**config.mk**
```make
export PLATFORM = sky130hd
export DESIGN_NAME = rpn_front
export DESIGN_NICKNAME = d
export VERILOG_FILES = /design/src/rtl/rpn_pkg.sv /design/src/rtl/rpn_front.sv
export SDC_FILE = /design/constraint.sdc
export NUM_CORES = 1
export LEC_CHECK = 0
export BUFFER_PORTS_ARGS = -buffer_cell sky130_fd_sc_hd__clkbuf_2
export CAP_MARGIN = 20
export CORE_ASPECT_RATIO = 0.8
export CORE_MARGIN = 2
export CORE_UTILIZATION = 45
export CTS_CLUSTER_DIAMETER = 60
export DETAILED_ROUTE_END_ITERATION = 7
export PLACE_DENSITY = 0.64
export SLEW_MARGIN = 0
export SYNTH_ARGS = -nofsm -noshare
export SYNTH_HDL_FRONTEND = slang
export SYNTH_SLANG_ARGS = --single-unit
```
**constraint.sdc**
```tcl
create_clock -name clk -period 9.45 [get_ports clk]
set_input_delay 1.89 -clock clk [delete_from_list [all_inputs] [get_ports clk]]
set_output_delay 1.89 -clock clk [all_outputs]
set_load 0.02 [all_outputs]
```
**src/rtl/rpn_pkg.sv**
```systemverilog
// shared types, constants and helpers for the rpn calculator
`timescale 1ns / 1ps
package rpn_pkg;

  localparam int CHAR_W          = 8;
  localparam int VAL_W           = 48;
  localparam int FRAC_W          = 16;
  localparam int STAT_W          = 2;
  localparam int DIGIT_W         = 4;
  localparam int HALF_W          = VAL_W / 2;
  localparam int PROD_W          = 2 * VAL_W;
  localparam int DIV_W           = VAL_W + FRAC_W;
  localparam int MAG_W           = PROD_W - FRAC_W;
  localparam int DEF_STACK_DEPTH = 64;
  localparam int QUEUE_DEPTH     = 4;

  localparam logic [CHAR_W-1:0] CH_ZERO  = 8'h30;
  localparam logic [CHAR_W-1:0] CH_NINE  = 8'h39;
  localparam logic [CHAR_W-1:0] CH_PLUS  = 8'h2B;
  localparam logic [CHAR_W-1:0] CH_MINUS = 8'h2D;
  localparam logic [CHAR_W-1:0] CH_STAR  = 8'h2A;
  localparam logic [CHAR_W-1:0] CH_SLASH = 8'h2F;
  localparam logic [CHAR_W-1:0] CH_EQUAL = 8'h3D;
  localparam logic [CHAR_W-1:0] CH_QUIT  = 8'h71;

  localparam logic [STAT_W-1:0] STAT_OK        = 2'd0;
  localparam logic [STAT_W-1:0] STAT_OVERFLOW  = 2'd1;
  localparam logic [STAT_W-1:0] STAT_UNDERFLOW = 2'd2;

  localparam logic [VAL_W-1:0] VAL_MAX = {1'b0, {(VAL_W-1){1'b1}}};
  localparam logic [VAL_W-1:0] VAL_MIN = {1'b1, {(VAL_W-1){1'b0}}};

  typedef enum logic [2:0] {
    CMD_DIGIT,
    CMD_ADD,
    CMD_SUB,
    CMD_MUL,
    CMD_DIV,
    CMD_EQUAL,
    CMD_CLEAR
  } cmd_t;

  typedef struct packed {
    cmd_t               cmd;
    logic [DIGIT_W-1:0] digit;
  } item_t;

  typedef struct packed {
    logic [VAL_W-1:0] val;
    logic             sat;
  } sat_val_t;

  // signed result from magnitude and sign, clamped to the 48-bit range
  function automatic sat_val_t from_mag(input logic [MAG_W-1:0] mag, input logic neg);
    sat_val_t         res;
    logic [VAL_W-1:0] neg_val;
    neg_val = ~mag[VAL_W-1:0] + {{(VAL_W-1){1'b0}}, 1'b1};
    if (neg) begin
      if ((|mag[MAG_W-1:VAL_W]) || (mag[VAL_W-1] && (|mag[VAL_W-2:0]))) begin
        res = '{val: VAL_MIN, sat: 1'b1};
      end else begin
        res = '{val: neg_val, sat: 1'b0};
      end
    end else begin
      if (|mag[MAG_W-1:VAL_W-1]) begin
        res = '{val: VAL_MAX, sat: 1'b1};
      end else begin
        res = '{val: mag[VAL_W-1:0], sat: 1'b0};
      end
    end
    return res;
  endfunction

  function automatic logic [VAL_W-1:0] magnitude(input logic [VAL_W-1:0] v);
    return v[VAL_W-1] ? (~v + {{(VAL_W-1){1'b0}}, 1'b1}) : v;
  endfunction

endpackage

```
**src/rtl/rpn_front.sv**
```systemverilog
// input front end: classifies characters and queues commands for execution
`timescale 1ns / 1ps
module rpn_front (
  input  logic                        clk,
  input  logic                        rst_n,
  input  logic                        in_push,
  input  logic [rpn_pkg::CHAR_W-1:0]  in_character,
  output logic                        in_full,
  output logic                        q_valid,
  output rpn_pkg::item_t              q_item,
  input  logic                        q_pop
);

  localparam int PTR_W = $clog2(rpn_pkg::QUEUE_DEPTH);
  localparam int CNT_W = $clog2(rpn_pkg::QUEUE_DEPTH + 1);

  rpn_pkg::item_t     queue_r [rpn_pkg::QUEUE_DEPTH];
  logic [PTR_W-1:0]   wr_ptr_r, wr_ptr_nxt;
  logic [PTR_W-1:0]   rd_ptr_r, rd_ptr_nxt;
  logic [CNT_W-1:0]   cnt_r, cnt_nxt;

  rpn_pkg::item_t            cls_item;
  logic                      cls_keep;
  logic [rpn_pkg::CHAR_W-1:0] digit_diff;
  logic                      wr_en;
  logic                      rd_en;

  // character classification
  always_comb begin
    digit_diff     = in_character - rpn_pkg::CH_ZERO;
    cls_item.digit = digit_diff[rpn_pkg::DIGIT_W-1:0];
    cls_item.cmd   = rpn_pkg::CMD_DIGIT;
    cls_keep       = 1'b1;
    case (in_character) inside
      [rpn_pkg::CH_ZERO:rpn_pkg::CH_NINE]: cls_item.cmd = rpn_pkg::CMD_DIGIT;
      rpn_pkg::CH_PLUS:                    cls_item.cmd = rpn_pkg::CMD_ADD;
      rpn_pkg::CH_MINUS:                   cls_item.cmd = rpn_pkg::CMD_SUB;
      rpn_pkg::CH_STAR:                    cls_item.cmd = rpn_pkg::CMD_MUL;
      rpn_pkg::CH_SLASH:                   cls_item.cmd = rpn_pkg::CMD_DIV;
      rpn_pkg::CH_EQUAL:                   cls_item.cmd = rpn_pkg::CMD_EQUAL;
      rpn_pkg::CH_QUIT:                    cls_item.cmd = rpn_pkg::CMD_CLEAR;
      default:                             cls_keep     = 1'b0;
    endcase
  end

  assign in_full = (cnt_r == CNT_W'(rpn_pkg::QUEUE_DEPTH));
  assign q_valid = (cnt_r != '0);
  assign q_item  = queue_r[rd_ptr_r];

  assign wr_en = in_push && !in_full && cls_keep;
  assign rd_en = q_pop && q_valid;

  always_comb begin
    wr_ptr_nxt = wr_ptr_r;
    rd_ptr_nxt = rd_ptr_r;
    cnt_nxt    = cnt_r;
    if (wr_en) begin
      wr_ptr_nxt = (wr_ptr_r == PTR_W'(rpn_pkg::QUEUE_DEPTH - 1)) ? '0 : wr_ptr_r + 1'b1;
    end
    if (rd_en) begin
      rd_ptr_nxt = (rd_ptr_r == PTR_W'(rpn_pkg::QUEUE_DEPTH - 1)) ? '0 : rd_ptr_r + 1'b1;
    end
    if (wr_en && !rd_en) begin
      cnt_nxt = cnt_r + 1'b1;
    end else if (rd_en && !wr_en) begin
      cnt_nxt = cnt_r - 1'b1;
    end
  end

  always_ff @(posedge clk) begin
    if (!rst_n) begin
      wr_ptr_r <= '0;
      rd_ptr_r <= '0;
      cnt_r    <= '0;
    end else begin
      wr_ptr_r <= wr_ptr_nxt;
      rd_ptr_r <= rd_ptr_nxt;
      cnt_r    <= cnt_nxt;
    end
  end

  always_ff @(posedge clk) begin
    if (wr_en) begin
      queue_r[wr_ptr_r] <= cls_item;
    end
  end

endmodule

```
---- Word-level counts from Yosys, hierarchy flattened ----
Memories as Yosys holds them, arrays and structs flattened. A register that Yosys moved wholly into a read port is not among the register bits.
Cells that the tools add are included.
storage, ports and cells
  flip-flop bits (word level) ............. 7
  memory bits (writable) .................. 28
  input port bits ......................... 12
  output and inout bits ................... 9
  memories kept ........................... 1
operators by class
  add/subtract/negate cells ............... 5
  magnitude comparators ................... 2
  equal/unequal tests ..................... 9
  mux-type cells .......................... 22
  reduce and logical (&&, ||, !) cells .... 11
memories
  memory   words  width  read ports  clocked after memory_dff  write ports  RTL line         source
  queue_r  4      7      1           1                         1            rpn_front.sv:17  rpn_pkg::item_t queue_r [rpn_pkg::QUEUE_DEPTH];
operators with widths
  kind                 count
  $eq 8x6->1 const B   5
  $mux 3               9
  $mux 1               9
  $eq 8x7->1 const B   1
  $ge 8x6->1 const B   1
  $le 8x6->1 const B   1
  $mux 2               4
  $logic_and 1x1->1    6
  $add 2x1->2 const B  2
  $eq 2x2->1 const B   2
  $sub 4x1->4 const B  1
  $add 3x1->3 const B  1
  $eq 3x3->1 const B   1
  $logic_not 1->1      3
  $reduce_bool 3->1    1
  $sub 3x1->3 const B  1
  $reduce_bool 2->1    1

---- Depth between registers and ports, before layout ----
  depth in word-level cells ............... 13
  mapped depth ............................ 9
  depth with buffers taken out ............ 9

---- Worst setup path after synthesis ----
OpenSTA, ideal clock, no wires.
  kind .................................... input to register
  start point ............................. input in_character[2] (netlist bit)
  end point ............................... register cnt_r[2]
  setup time .............................. 0.076 ns
  arrival ................................. 4.182 ns
  data required time ...................... 9.374 ns
  setup slack ............................. 5.193 ns
  stages on the path ...................... 9
  cell sequence ........................... or3b_1 a211o_1 a311oi_4 ha_1 inv_1 fa_1 xor2_1 or3_1 a21boi_0
between the ends
  longest elaborated chain between the ends .. 12
  elaborated cells on any way between the ends .. 22
  those cells by class .................... 2 x order compare; 6 x eq/ne; 8 x mux; 6 x reduce/logical
ends and longest elaborated chain
  element                             RTL line         source
  from (decl)                         rpn_front.sv:7   input logic [rpn_pkg::CHAR_W-1:0] in_character,
  $eq 8x7->1 (no source line)         --
  $mux 1 (6 in a row)                 rpn_front.sv:34  case (in_character) inside
  $mux 1 (*)                          rpn_front.sv:34
  $logic_and 1x1->1 (*)               rpn_front.sv:50  assign wr_en = in_push && !in_full && cls_keep;
  net wr_en                           rpn_front.sv:25  logic wr_en;
  $logic_not 1->1                     rpn_front.sv:65  end else if (rd_en && !wr_en) begin
  $logic_and 1x1->1                   rpn_front.sv:65
  $reduce_bool 2->1 (no source line)  --
  to (signal assigned)                rpn_front.sv:78  cnt_r <= cnt_nxt;
  to (decl)                           rpn_front.sv:20  logic [CNT_W-1:0] cnt_r, cnt_nxt;
Mark *: on every way through the listed nets, which the timed path passes. The rest lies on a longest branch.
A chain may end at the register's enable or synchronous reset.

---- Final worst setup path ----
Ends and elaborated chain as after synthesis.

==> impl_results.md <==
* Outcome: finished clean
* GRT overflow at 0
* Post-layout nets at about 150
* Most frequent cells in the layout: 28 x edfxtp_1, 20 x clkbuf_2, 9 x dfxtp_1
* First-pass GRT wire length at 4.64 mm
* DRT antenna net count at 0
* Pin count of the biggest net entering global routing at 13
* Total CTS buffers at 5
* Period Utilization, post-route at between 40 and 50%
* Die Y at between 50 and 60 µm
* Max clock buf depth at 2
* Worst-Margin Slew at ~0.56 ns
* Total chip power at around 0.43 mW
* Post-cts resize count at 0
* Crit path time final at between 4 and 5 ns
* Number of global-route vias before repair at between 900 and 1,000
* # fillers at approximately 290
* Layout cells sized above 1 at roughly a quarter
* Hold buffer count at cts at 0
* Core Rows at 19
* Final setup violation count at 0
* Clock Skews at slightly above 0.008 ns
* CP max stage delay at 0.42 ns
* Routed met1 length at 1.32 mm
* RSZ-0062 raised after global routing: no
* Total clock sinks at 37
* Post-layout util at a little over half
* GRT Util Overall at between 10% and 20%
* Worst endpoint required time at just under 10 ns
* Multi-input logic area at a little over 600 µm²
* Post-CTS setup buffers at 0
* Cells along the critical path: clkbuf_2 -> or3b_1 -> a211o_1 -> a311oi_4 -> ha_1 -> inv_1 -> fa_1 -> xor2_1 -> or3_1 -> a21boi_0
* Met3 wire len at 107 µm
* Async SR Flop Fraction at 0%
* Initial core utilization at between 40% and 50%
* Mean Syn Cell Area at between 15 and 20 µm²
* Critical Path AT at 4.55 ns
* WS Path Type: in2reg
* Placed Area at 0.00180 mm²
* Setup crit end kind: register
* LEAKAGE at 0.687 nW
* Via density at 5.55
* Worst-case headroom to the max-slew limit at between 60% and 70%
* P&R area growth vs syn at 15.3%
* Max Slew Vio Count at 0
* Total negative slack at 0 ns
* Initial DRT Pass Iterations at 4
* Yosys warns at 0
* Area share of and/or/nand/nor cells after synthesis at between 10% and 20%
* Post-Synth Adder-Cell Area at between 5 and 6%
* Htree depth at 2
* Register area at 0.00102 mm²
* Yosys cell types at 32
* CP max-delay cell: a311oi_4
* Power density cells at 224 mW/mm²
* Full die area at roughly 0.0042 mm²
* Residual DRC at 0
* DR vias at between 900 and 1,000
* Worst skew pair latency at approximately 0.28 ns
* Top-Level Pins at 21
* Clk root buf: clkbuf_8
* Crit start category: input port
* MaxCap Viol Count at 0
* XOR/XNOR Fraction of Synth Area at under 10%
* Number of flops mapped to enable cells by yosys at 28
* Synth Area in Compound Gates at 5.52%
* Final hold slack at 0.515 ns
* Die W at between 70 and 80 µm
* Drt wl/cell at about 16 µm
* Synth Net Count at roughly 130
* Seq/Total Area, Yosys at slightly above 60%
* Synth Register Bits at 37
* Main synth FF type: edfxtp_1
* Max Fclk at 0.230 GHz
* Maximum fanout along the worst path at 12
* Worst ir drop on vdd at about 0.00008 V
* Endpoints failing hold at 0
* Drt total wl at approximately 2.8 mm
* HPWL Detailed at slightly below 2 mm
* First DRT Iteration DRCs at 70
* Finished Cell Area at between 0.0015 and 0.002 mm²
* Mapped Area at 0.00165 mm²
* Top sig layer: met4
* CORE AREA at around 0.0035 mm²
* Ant. Diodes at 0
* Commonest non-fill, non-tap cell in the layout: edfxtp_1
* Mux share of post-synthesis cell area at between 10% and 20%
* Reg clk slew, reported paths at about 0.070 ns
* Port bufs at 20
* Final GP Congestion at roughly 0.81
* Hold Crit Class: reg2reg
* Main combinational cell family by area after synthesis: simple AND/OR/NAND/NOR gates
* TritonCTS clock tree: built
* Antenna violations before repair at 0
* Metal2 WL at 1.31 mm
* Syn Inst Count at 108
[layout make-up]
type                       instances  share of cell area (%)
clock buffer                       6                    3.81
clock inverter                     2                    1.84
inverter                           5                   0.984
multi-input combinational         64                    31.8
sequential                        37                    53.5
tap                               42                    2.76
timing repair buffer              20                    5.25
[worst paths after layout]
| kind | startpoint | to | slack (ns) | cells after the start |
|---|---|---|---|---|
| setup / recovery | in_character[2] | cnt_r[2]$_SDFFE_PN0P_ | 5.10 | 10 |
| hold / removal | rd_ptr_r[1]$_SDFFE_PN0P_ | rd_ptr_r[1]$_SDFFE_PN0P_ | 0.51 | 2 |
| setup reg to reg | cnt_r[0]$_SDFFE_PN0P_ | cnt_r[2]$_SDFFE_PN0P_ | 7.06 | 8 |
| hold reg to reg | rd_ptr_r[1]$_SDFFE_PN0P_ | rd_ptr_r[1]$_SDFFE_PN0P_ | 0.51 | 2 |
[worst max-delay path: cells and delay by family]
family / cells / cell delay, ns
AO/OA/AOI/OAI: 3 / 0.94
buffers and inverters: 2 / 0.23
AND/OR/NAND/NOR: 2 / 0.69
XOR/XNOR: 1 / 0.15
adder cells (fa/ha/maj): 2 / 0.62
[sequential cells by signal (all words and copies together) (netlist names), named ones only]
name,flops
queue_r,28
wr_ptr_r,2
rd_ptr_r,2
cnt_r,3
[report_power, final]
part           switching [mW]  leakage (nW)  internal [mW]  total, mW
combinational          0.0493         0.309         0.0453     0.0946
clock                  0.0526        0.0552         0.0783      0.131
sequential             0.0166         0.323          0.184      0.201
[per-layer routing]
| layer | up-vias | global-route usage (%) |
|---|---|---|
| met5 | - | 0 |
| met4 | 0 | 5.66 |
| met3 | 6 | 4.17 |
| met2 | 21 | 25.0 |
| met1 | 489 | 20.3 |
| li1 | 460 | - |
[synth_stat cells (2+ instances only)]
library cell	number	area, µm²
edfxtp_1	28	841
ha_1	6	75.1
mux2i_1	3	30.0
dfxtp_1	9	180
nand2_1	8	30.0
inv_1	5	18.8
mux4_2	7	158
a21boi_0	3	22.5
o21ai_0	2	10.0
nand3_1	2	10.0
or3_1	3	18.8
nor2b_1	3	18.8
and2_1	5	31.3
xor2_1	2	17.5
nor2_1	2	7.51
nor3b_1	4	30.0
[logic make-up (layout without fill, tap and decap cells)]
kind of cell	after synthesis	after routing
DFF	37	37
adders and majority gates	7	7
xor gates and xnor gates	3	3
and+or+nand+nor	34	34
buffers and inverters	7	33
AOI/OAI and AO/OA	10	10
muxes	10	10
[metrics by stage]
step	std cells	worst slack, ns
3_3_place_gp	168	4.94
3_5_place_dp	168	4.81
4_1_cts	176	5.11
6_report	176	5.10
2_1_floorplan	108	5.19
5_1_grt	176	4.96
Note: power is estimated with default switching activity, not from simulation.
